## config.mk

```make
export PLATFORM = sky130hd
export DESIGN_NAME = event_window_packetizer
export DESIGN_NICKNAME = d
export VERILOG_FILES = /design/src/sv/ewp_pkg.sv /design/src/sv/event_window_packetizer.sv
export SDC_FILE = /design/constraint.sdc
export NUM_CORES = 2
export LEC_CHECK = 0
export ABC_AREA = 0
export BUFFER_PORTS_ARGS = -buffer_cell sky130_fd_sc_hd__buf_4
export CORE_MARGIN = 1
export CORE_UTILIZATION = 36
export DETAILED_ROUTE_END_ITERATION = 8
export SLEW_MARGIN = 20
export SYNTH_ARGS = -nofsm -noshare
export SYNTH_HDL_FRONTEND = slang
export SYNTH_SLANG_ARGS = --single-unit
```

## constraint.sdc

```tcl
create_clock -name aclk -period 7.65 [get_ports aclk]
set_input_delay 1.53 -clock aclk [delete_from_list [all_inputs] [get_ports aclk]]
set_output_delay 1.53 -clock aclk [all_outputs]
set_load 0.01 [all_outputs]
```

## src/sv/ewp_pkg.sv

```systemverilog
package ewp_pkg;

    localparam int MAX_WINDOW_DEF = 32;

    localparam int TIME_W     = 63;
    localparam int COORD_W    = 16;
    localparam int INTERVAL_W = 40;
    localparam int WINDOW_W   = 6;
    localparam int CFG_IDX_W  = 2;
    localparam int CFG_DATA_W = 40;
    localparam int STAMP_W    = 64;

    localparam logic [CFG_IDX_W-1:0] REG_TIME_MODE       = 2'd0;
    localparam logic [CFG_IDX_W-1:0] REG_PACKET_INTERVAL = 2'd1;
    localparam logic [CFG_IDX_W-1:0] REG_WINDOW_SIZE     = 2'd2;

    localparam logic [INTERVAL_W-1:0] INTERVAL_RST = 40'd10000;
    localparam logic [WINDOW_W-1:0]   WINDOW_RST   = 6'd32;

    typedef struct packed {
        logic [TIME_W-1:0]  ev_time;
        logic [COORD_W-1:0] ev_x;
        logic [COORD_W-1:0] ev_y;
        logic               ev_polarity;
    } event_t;

    typedef enum logic [1:0] {
        ST_IDLE,
        ST_READ,
        ST_LOAD
    } state_t;

endpackage

```

## src/sv/event_window_packetizer.sv

```systemverilog
// an event that triggers no packet gives no transfer
// a triggering event with k earlier events in its window gives k+1 transfers,
// each a history ram read, then an output register load, which output stalls hold
// throughput: one event per cycle between packets; no event is taken during readout
// reset: aresetn synchronous active low, clears state, counters, pointers, m_valid;
// config gets defaults; ram and payload regs not cleared, only written entries are read
module event_window_packetizer #(
    parameter int MAX_WINDOW = ewp_pkg::MAX_WINDOW_DEF
) (
    input  logic                            aclk,
    input  logic                            aresetn,

    input  logic                            cfg_wr_en,
    input  logic [ewp_pkg::CFG_IDX_W-1:0]   cfg_index,
    input  logic [ewp_pkg::CFG_DATA_W-1:0]  cfg_data,

    input  logic                            s_valid,
    output logic                            s_ready,
    input  logic [ewp_pkg::TIME_W-1:0]      s_event_time,
    input  logic [ewp_pkg::COORD_W-1:0]     s_event_x,
    input  logic [ewp_pkg::COORD_W-1:0]     s_event_y,
    input  logic                            s_event_polarity,

    output logic                            m_valid,
    input  logic                            m_ready,
    output logic [ewp_pkg::TIME_W-1:0]      m_packet_stamp,
    output logic [ewp_pkg::TIME_W-1:0]      m_out_time,
    output logic [ewp_pkg::COORD_W-1:0]     m_out_x,
    output logic [ewp_pkg::COORD_W-1:0]     m_out_y,
    output logic                            m_out_polarity,
    output logic                            m_packet_last
);

    localparam int DEPTH = MAX_WINDOW + 1;
    localparam int PTR_W = (DEPTH > 1) ? $clog2(DEPTH) : 1;
    localparam int CMP_W = (PTR_W > ewp_pkg::WINDOW_W) ? PTR_W : ewp_pkg::WINDOW_W;
    localparam logic [PTR_W-1:0] LAST_SLOT = PTR_W'(DEPTH - 1);
    localparam logic [PTR_W-1:0] MAX_HELD  = PTR_W'(MAX_WINDOW);
    localparam logic [CMP_W-1:0] MAX_CMP   = CMP_W'(MAX_WINDOW);

    // configuration
    logic                               time_mode_reg;
    logic [ewp_pkg::INTERVAL_W-1:0]     interval_reg;
    logic [ewp_pkg::WINDOW_W-1:0]       window_reg;

    // history ram
    ewp_pkg::event_t                    mem [DEPTH];
    ewp_pkg::event_t                    wr_data;
    ewp_pkg::event_t                    rd_data_reg;
    logic                               wr_en;

    // control state
    ewp_pkg::state_t                    state_reg, state_next;
    logic [PTR_W-1:0]                   wp_reg, wp_next;
    logic [PTR_W-1:0]                   held_reg, held_next;
    logic [ewp_pkg::INTERVAL_W-1:0]     dist_reg, dist_next;
    logic [ewp_pkg::STAMP_W-1:0]        lp1_reg, lp1_next;
    logic [PTR_W-1:0]                   addr_reg, addr_next;
    logic [PTR_W-1:0]                   cnt_reg, cnt_next;
    logic [ewp_pkg::TIME_W-1:0]         stamp_reg, stamp_next;
    logic                               m_valid_reg, m_valid_next;

    // output payload
    logic [ewp_pkg::TIME_W-1:0]         o_stamp_reg, o_stamp_next;
    ewp_pkg::event_t                    o_ev_reg, o_ev_next;
    logic                               o_last_reg, o_last_next;

    // trigger decision
    logic                               fire;
    logic [ewp_pkg::STAMP_W-1:0]        threshold;
    logic [CMP_W-1:0]                   win_eff;
    logic [PTR_W-1:0]                   k;
    logic [PTR_W:0]                     start_wide;
    logic [PTR_W-1:0]                   start_slot;

    always_ff @(posedge aclk) begin
        if (!aresetn) begin
            time_mode_reg <= 1'b0;
            interval_reg  <= ewp_pkg::INTERVAL_RST;
            window_reg    <= ewp_pkg::WINDOW_RST;
        end else if (cfg_wr_en) begin
            unique case (cfg_index)
                ewp_pkg::REG_TIME_MODE:       time_mode_reg <= cfg_data[0];
                ewp_pkg::REG_PACKET_INTERVAL: interval_reg  <= cfg_data;
                ewp_pkg::REG_WINDOW_SIZE:     window_reg    <= cfg_data[ewp_pkg::WINDOW_W-1:0];
                default: ;
            endcase
        end
    end

    assign wr_data = '{ev_time: s_event_time, ev_x: s_event_x, ev_y: s_event_y,
                       ev_polarity: s_event_polarity};

    always_ff @(posedge aclk) begin
        if (wr_en) begin
            mem[wp_reg] <= wr_data;
        end
        rd_data_reg <= mem[addr_reg];
    end

    assign threshold = lp1_reg + {{(ewp_pkg::STAMP_W-ewp_pkg::INTERVAL_W){1'b0}}, interval_reg};

    always_comb begin
        if (time_mode_reg) begin
            fire = {1'b0, s_event_time} >= threshold;
        end else begin
            fire = dist_reg >= interval_reg;
        end
        win_eff = (CMP_W'(window_reg) > MAX_CMP) ? MAX_CMP : CMP_W'(window_reg);
        k = (CMP_W'(held_reg) < win_eff) ? held_reg : win_eff[PTR_W-1:0];
        if (wp_reg >= k) begin
            start_wide = {1'b0, wp_reg} - {1'b0, k};
        end else begin
            start_wide = {1'b0, wp_reg} + (PTR_W+1)'(DEPTH) - {1'b0, k};
        end
        start_slot = start_wide[PTR_W-1:0];
    end

    always_comb begin
        state_next   = state_reg;
        wp_next      = wp_reg;
        held_next    = held_reg;
        dist_next    = dist_reg;
        lp1_next     = lp1_reg;
        addr_next    = addr_reg;
        cnt_next     = cnt_reg;
        stamp_next   = stamp_reg;
        m_valid_next = m_valid_reg;
        o_stamp_next = o_stamp_reg;
        o_ev_next    = o_ev_reg;
        o_last_next  = o_last_reg;

        s_ready = (state_reg == ewp_pkg::ST_IDLE);
        wr_en   = s_valid && s_ready;

        if (m_valid_reg && m_ready) begin
            m_valid_next = 1'b0;
        end

        unique case (state_reg)
            ewp_pkg::ST_IDLE: begin
                if (wr_en) begin
                    wp_next = (wp_reg == LAST_SLOT) ? '0 : wp_reg + 1'b1;
                    if (held_reg < MAX_HELD) begin
                        held_next = held_reg + 1'b1;
                    end
                    if (fire) begin
                        stamp_next = s_event_time;
                        lp1_next   = {1'b0, s_event_time} + ewp_pkg::STAMP_W'(1);
                        dist_next  = ewp_pkg::INTERVAL_W'(1);
                        cnt_next   = k;
                        addr_next  = start_slot;
                        state_next = ewp_pkg::ST_READ;
                    end else if (dist_reg != '1) begin
                        dist_next = dist_reg + 1'b1;
                    end
                end
            end
            ewp_pkg::ST_READ: begin
                state_next = ewp_pkg::ST_LOAD;
            end
            ewp_pkg::ST_LOAD: begin
                if (!m_valid_reg || m_ready) begin
                    m_valid_next = 1'b1;
                    o_stamp_next = stamp_reg;
                    o_ev_next    = rd_data_reg;
                    o_last_next  = (cnt_reg == '0);
                    if (cnt_reg == '0) begin
                        state_next = ewp_pkg::ST_IDLE;
                    end else begin
                        cnt_next   = cnt_reg - 1'b1;
                        addr_next  = (addr_reg == LAST_SLOT) ? '0 : addr_reg + 1'b1;
                        state_next = ewp_pkg::ST_READ;
                    end
                end
            end
            default: state_next = ewp_pkg::ST_IDLE;
        endcase
    end

    always_ff @(posedge aclk) begin
        if (!aresetn) begin
            state_reg   <= ewp_pkg::ST_IDLE;
            wp_reg      <= '0;
            held_reg    <= '0;
            dist_reg    <= '0;
            lp1_reg     <= '0;
            addr_reg    <= '0;
            cnt_reg     <= '0;
            m_valid_reg <= 1'b0;
        end else begin
            state_reg   <= state_next;
            wp_reg      <= wp_next;
            held_reg    <= held_next;
            dist_reg    <= dist_next;
            lp1_reg     <= lp1_next;
            addr_reg    <= addr_next;
            cnt_reg     <= cnt_next;
            m_valid_reg <= m_valid_next;
        end
    end

    always_ff @(posedge aclk) begin
        stamp_reg   <= stamp_next;
        o_stamp_reg <= o_stamp_next;
        o_ev_reg    <= o_ev_next;
        o_last_reg  <= o_last_next;
    end

    assign m_valid        = m_valid_reg;
    assign m_packet_stamp = o_stamp_reg;
    assign m_out_time     = o_ev_reg.ev_time;
    assign m_out_x        = o_ev_reg.ev_x;
    assign m_out_y        = o_ev_reg.ev_y;
    assign m_out_polarity = o_ev_reg.ev_polarity;
    assign m_packet_last  = o_last_reg;

endmodule

```

# [After elaboration in Yosys (flattened, before gate mapping)]
# Memories as Yosys holds them, arrays and structs flattened. A register that Yosys moved wholly into a read port is not among the register bits.
# Index checks and enable logic that the tools add are counted.
# Widths: inputs -> output; s select.
[totals] register_bits=401 ram_bits=3168 input_bits=143 output_inout_bits=162 elab_cells=93 n_memories=1
[classes] n_addsub=10 magnitude_cmp=6 n_eq_ne=11 muxes=28 reduce_logical=19
[mem_list] name="mem" words=33 width=96 read_ports=1 rd_ports_with_merged_regs=1 wr=1 line="event_window_packetizer.sv:47" rtl="ewp_pkg::event_t mem [DEPTH];"
[ops] op="$mux 40" n=2
[ops] op="$mux 6" n=13
[ops] op="$add 63x1->64 const B" n=1
[ops] op="$add 64x40->64" n=1
[ops] op="$ge 63x64->1" n=1
[ops] op="$add 40x1->40 const B" n=1
[ops] op="$ge 40x40->1" n=1
[ops] op="$ne 40x40->1 const B" n=1
[ops] op="$pmux 6 s2" n=2
[ops] op="$add 6x1->6 const B" n=3
[ops] op="$eq 6x6->1 const B" n=2
[ops] op="$reduce_and 3->1" n=4
[ops] op="$sub 6x6->6" n=2
[ops] op="$reduce_and 2->1" n=5
[ops] op="$mux 1" n=7
[ops] op="$add 6x6->6 const B" n=1
[ops] op="$ge 6x6->1" n=1
[ops] op="$gt 6x6->1 const B" n=1
[ops] op="$logic_not 6->1" n=1
[ops] op="$lt 6x6->1" n=1
[ops] op="$lt 6x6->1 const B" n=1
[ops] op="$mux 2" n=3
[ops] op="$pmux 2 s3" n=1
[ops] op="$sub 6x1->6 const B" n=1
[ops] op="other kinds (10)" n=17

# [Longest topological paths before layout]
[logic_depth] word_depth=9 depth_mapped=25 mapped_depth_nobuf=22

# [Worst setup path after synthesis]
# No wires, ideal clock.
[synth_path] path_type="input-to-reg" start="input port s_valid" end="memory mem[31][0] in the netlist's numbering, enable pin" setup_time_ns=0.552 arrival_ns=6.338 required_time_ns=7.098 path_slack_ns=0.761 cell_stages=4 path_buffers=1 path_cell_list="and2_1 buf_1 nand4_1 nor2_1"
[synth_between] elab_chain_len=3
[synth_rtl] element="start: declaration" line="event_window_packetizer.sv:17" rtl="input logic s_valid,"
[synth_rtl] element="$logic_and 1x1->1" line="event_window_packetizer.sv:134" rtl="wr_en = s_valid && s_ready;"
[synth_rtl] element="$mux 1" line="event_window_packetizer.sv:95" rtl="if (wr_en) begin"
[synth_rtl] element="$mux 1 (not written as such)" line="event_window_packetizer.sv:96" rtl="mem[wp_reg] <= wr_data;"
[synth_rtl] element="end: declaration" line="event_window_packetizer.sv:47"
# No other way between the ends.

# [Worst setup path in the final report]
[layout_path] start="register interval_reg[0] in the netlist's numbering" end="register lp1_reg[50] in the netlist's numbering"
[layout_between] elab_chain_len=4 elab_cells_between_ends=5 classes_between="1 x add/sub; 2 x order compare; 1 x mux; 1 x reduce/logical"
[layout_rtl] element="start: declaration" line="event_window_packetizer.sv:43" rtl="logic [ewp_pkg::INTERVAL_W-1:0] interval_reg;"
[layout_rtl] element="start signal: assignment" line="event_window_packetizer.sv:79" rtl="interval_reg <= ewp_pkg::INTERVAL_RST;"
[layout_rtl] element="start signal: assignment" line="event_window_packetizer.sv:84" rtl="ewp_pkg::REG_PACKET_INTERVAL: interval_reg <= cfg_data;"
[layout_rtl] element="$add 64x40->64" line="event_window_packetizer.sv:101" rtl="assign threshold = lp1_reg + {{(ewp_pkg::STAMP_W-ewp_pkg::INTERVAL_W){1'b0}}, interval_reg};"
[layout_rtl] element="$ge 63x64->1" line="event_window_packetizer.sv:105" rtl="fire = {1'b0, s_event_time} >= threshold;"
[layout_rtl] element="$mux 1 *" line="event_window_packetizer.sv:104" rtl="if (time_mode_reg) begin"
[layout_rtl] element="$reduce_and 3->1 (no source line) *"
[layout_rtl] element="end signal: assignment" line="event_window_packetizer.sv:196" rtl="lp1_reg <= lp1_next;"
[layout_rtl] element="end: declaration" line="event_window_packetizer.sv:57" rtl="logic [ewp_pkg::STAMP_W-1:0] lp1_reg, lp1_next;"
# Every way passes the cells marked *; elsewhere a longest branch is shown, timed or not.
# A chain may end at the register's enable or synchronous reset.

==> results by group <==
Status
  – Status: finished, final reports clean

Place
  – Placed Cells: around 12,000
  – Detailed Place HPWL: 203,100 um
  – GPL Wtd Cong: between 0.8 and 0.9
  – IO Port Bufs: a little over 300

Drt
  – Drt total wl: between 300,000 and 400,000 um
  – DR pass1 iterations: 6
  – Drt wl/cell: a little under 30 um
  – DRC: 0
  – DRT iter0 DRCs: approximately 7,600
  – Via-per-instance ratio: ~5.5
  – Vias post-DR: between 70,000 and 80,000
  – Post-route ant nets: 0

CTS
  – # resized after CTS: 0
  – Clock latency on the worst-skew pair: around 0.95 ns
  – Root Driver: clkbuf_16
  – TritonCTS Buffers: roughly 380
  – Setup bufs post-CTS: 0
  – Clock transition at path regs: approximately 0.070 ns
  – CTS tree: built
  – Clk sinks: 3,665
  – # hold bufs at CTS: 0
  – Longest Clk Path Bufs: 4
  – H-tree Lvls: 5

Synthesis
  – Number of synthesized register bits: roughly 3,700
  – Netlist cell types: 76
  – Seq/Total Area, Yosys: about three quarters
  – Synth Area per Inst: a little over 20 um^2
  – Primary FF master, synth: edfxtp_1
  – Async SR Flop Fraction: 0%
  – Post-Syn Area: 0.1425 mm^2
  – Yosys warns: 0
  – Mapped Cells: 6,956
  – Number of flops mapped to enable cells by yosys: 3,391
  – Synthesized Nets: between 7,000 and 8,000

Timing
  – RSZ-0062 raised after global routing: no
  – Clock Skew: ~0.038 ns
  – Final Cycle Share: about nine tenths
  – Fmax: ~0.15 GHz
  – Tmin final: 6.895 ns
  – Max-slew violations: 0
  – Max-slew headroom at the worst pin: a little under a quarter
  – Setup violations, final: 0
  – Total negative setup slack: 0 ns
  – Tightest Pin Transition: 1.161 ns
  – Final Hold Fails: 0

Layout
  – Most frequent cells in the layout: edfxtp_1, mux4_2, buf_4, clkbuf_16, nand2_1
  – Synth-to-Final Area Change: 15.31%
  – Filler instances: about 34,000
  – Layout cells sized above 1: 25.60%
  – Commonest non-fill, non-tap cell in the layout: edfxtp_1
  – Post-route insts no fill: approximately 13,000
  – Final nets: between 7,000 and 8,000
  – Max FFs per register: between 3,000 and 4,000
  – Final Util: about two fifths

Floorplan
  – Initial Util: between 30% and 40%
  – Die Width: between 600 and 700 um
  – Full die area: around 0.4 mm^2
  – FP Rows: 230
  – Core area: about 0.4 mm^2
  – Ports: 305
  – Die H: roughly 630 um

Setup path
  – CP max-delay cell: buf_4
  – Crit. End Element: flop
  – Data arrival, critical path: 7.69 ns
  – CP max FO: 34
  – CP max stage delay: 0.63 ns
  – Startpoint Class: flop
  – Critical path type: flop to flop
  – Crit path top cell by count: buf_4
  – Critical Path RT: around 8.4 ns

Power
  – Switching Fraction: around a fifth
  – P_sw: slightly below 0.009 W
  – Peak supply drop: around 0.18 mV
  – Internal: between 0.03 and 0.04 W
  – Clk network pwr share: 43.6%
  – Comb pwr share: 3.3%
  – Sequential power share: a little over half
  – LEAKAGE: 51.06 nW
  – PwrDens: between 200 and 300 mW/mm^2

Hold path
  – Worst hold-check path type: flop to flop

GRT
  – Vias in the first global route: ~73,000
  – Antenna violations before repair: 24
  – First-pass GRT wire length: 543,500 um
  – Total grt overflow: 0
  – Largest net degree at the start of global routing: approximately 150
  – GRT Overall Usage: 19.03%

Job
  – MaxCap Viol Count: 0
## cell type report
| class | count | area [um^2] | area share, % |
|---|---|---|---|
| Sequential cell | 3665 | 107300 | 65.32 |
| Multi-Input combinational cell | 2872 | 33820 | 20.58 |
| Clock buffer | 509 | 10340 | 6.291 |
| Tap cell | 5220 | 6531 | 3.974 |
| Timing Repair Buffer | 456 | 4049 | 2.464 |
| Clock inverter | 190 | 1852 | 1.127 |
| Inverter | 98 | 372.9 | 0.2269 |
| Antenna cell | 13 | 32.53 | 0.01980 |
## power by group through the flow
stage	clock network, W	registers, W	logic [W]
after floorplan	0	0.0226	0.000662
after global placement	0	0.0226	0.00135
after detailed placement	0	0.0226	0.00139
after CTS	0.0185	0.0222	0.00139
after global routing	0.0193	0.0222	0.00147
final	0.0182	0.0222	0.00137
## path summary, 6_finish.rpt
path                   startpoint             end  slack (ns)  cells past startpoint
hold / removal    rd_data_reg[62]  m_out_time[29]        0.38                      0
hold reg to reg   rd_data_reg[62]  m_out_time[29]        0.38                      0
setup reg to reg  interval_reg[0]     lp1_reg[50]        0.75                     25
setup / recovery  interval_reg[0]     lp1_reg[50]        0.75                     25
## metrics by stage
step                cell area, um^2  total power (W)  worst slack (ns)  hold slack, ns
floorplan                    142500          0.02323            0.7606          0.3855
global placement             152100          0.02396            0.7834          0.3903
detailed placement           152100          0.02400            0.7929          0.3887
CTS                          164300          0.04211            0.7636          0.3797
global route                 164300          0.04292            0.3124          0.4035
finish                       164300          0.04175            0.7548          0.3816
## metal layers
layer | vias to the layer above | part of all wire [%] | track usage [%]
met3 | 539 | 6.4 | 2.705
met2 | 2670 | 49 | 32.08
met4 | 12 | 2.9 | 5.013
met1 | 38570 | 42 | 25.91
met5 | - | 0.020 | 0
li1 | 29620 | - | -
## cell usage after synthesis, drive strengths merged, types with 7 or more instances
| master | instances | area, um^2 |
|---|---|---|
| a21oi | 149 | 745.7 |
| nor4 | 12 | 75.07 |
| nor2 | 240 | 900.9 |
| or3 | 16 | 100.1 |
| or2 | 7 | 43.80 |
| nand2b | 13 | 81.33 |
| a21o | 27 | 202.7 |
| dfxtp | 274 | 5485 |
| a311oi | 37 | 324.1 |
| xnor2 | 90 | 788.3 |
| ha | 169 | 2115 |
| o211ai | 15 | 112.6 |
| and3 | 23 | 143.9 |
| nand2 | 362 | 1359 |
| mux4 | 925 | 20830 |
| a31oi | 12 | 90.09 |
| clkbuf | 235 | 883.3 |
| buf | 86 | 389.1 |
| mux2i | 140 | 1401 |
| a211oi | 48 | 382.9 |
| nor3 | 37 | 195.2 |
| o21ai | 156 | 780.8 |
| and2 | 12 | 75.07 |
| xor2 | 82 | 718.2 |
| inv | 97 | 364.1 |
| nor2b | 43 | 269.0 |
| nand4 | 58 | 362.9 |
| o21a | 11 | 82.58 |
| edfxtp | 3391 | 101800 |
| nand3 | 87 | 440.4 |
| and4 | 17 | 148.9 |
## worst max-delay path, delay by kind of cell, from the launching register on
| family | cells | cell delay [ns] |
|---|---|---|
| AND/OR/NAND/NOR | 4 | 0.44 |
| flip-flops | 1 | 0.38 |
| AO/OA/AOI/OAI | 12 | 3.12 |
| XOR/XNOR | 1 | 0.16 |
| adder cells (fa/ha/maj) | 3 | 0.93 |
| buffers and inverters | 4 | 1.41 |
| multiplexers | 1 | 0.28 |
## cells by family (layout without fill, tap and decap cells)
logic type      Yosys count  in the layout  synth area share (%)
compound gates          509            509                 2.234
xor+xnor                172            172                 1.057
fa+ha+maj               175            175                 1.568
buf+inv                 419           1253                 1.151
flops                  3665           3665                 75.30
mux                    1069           1069                 15.63
other cells               0             13                     0
simple gates            947            947                 3.057
Power figures use the tool's default switching activity.
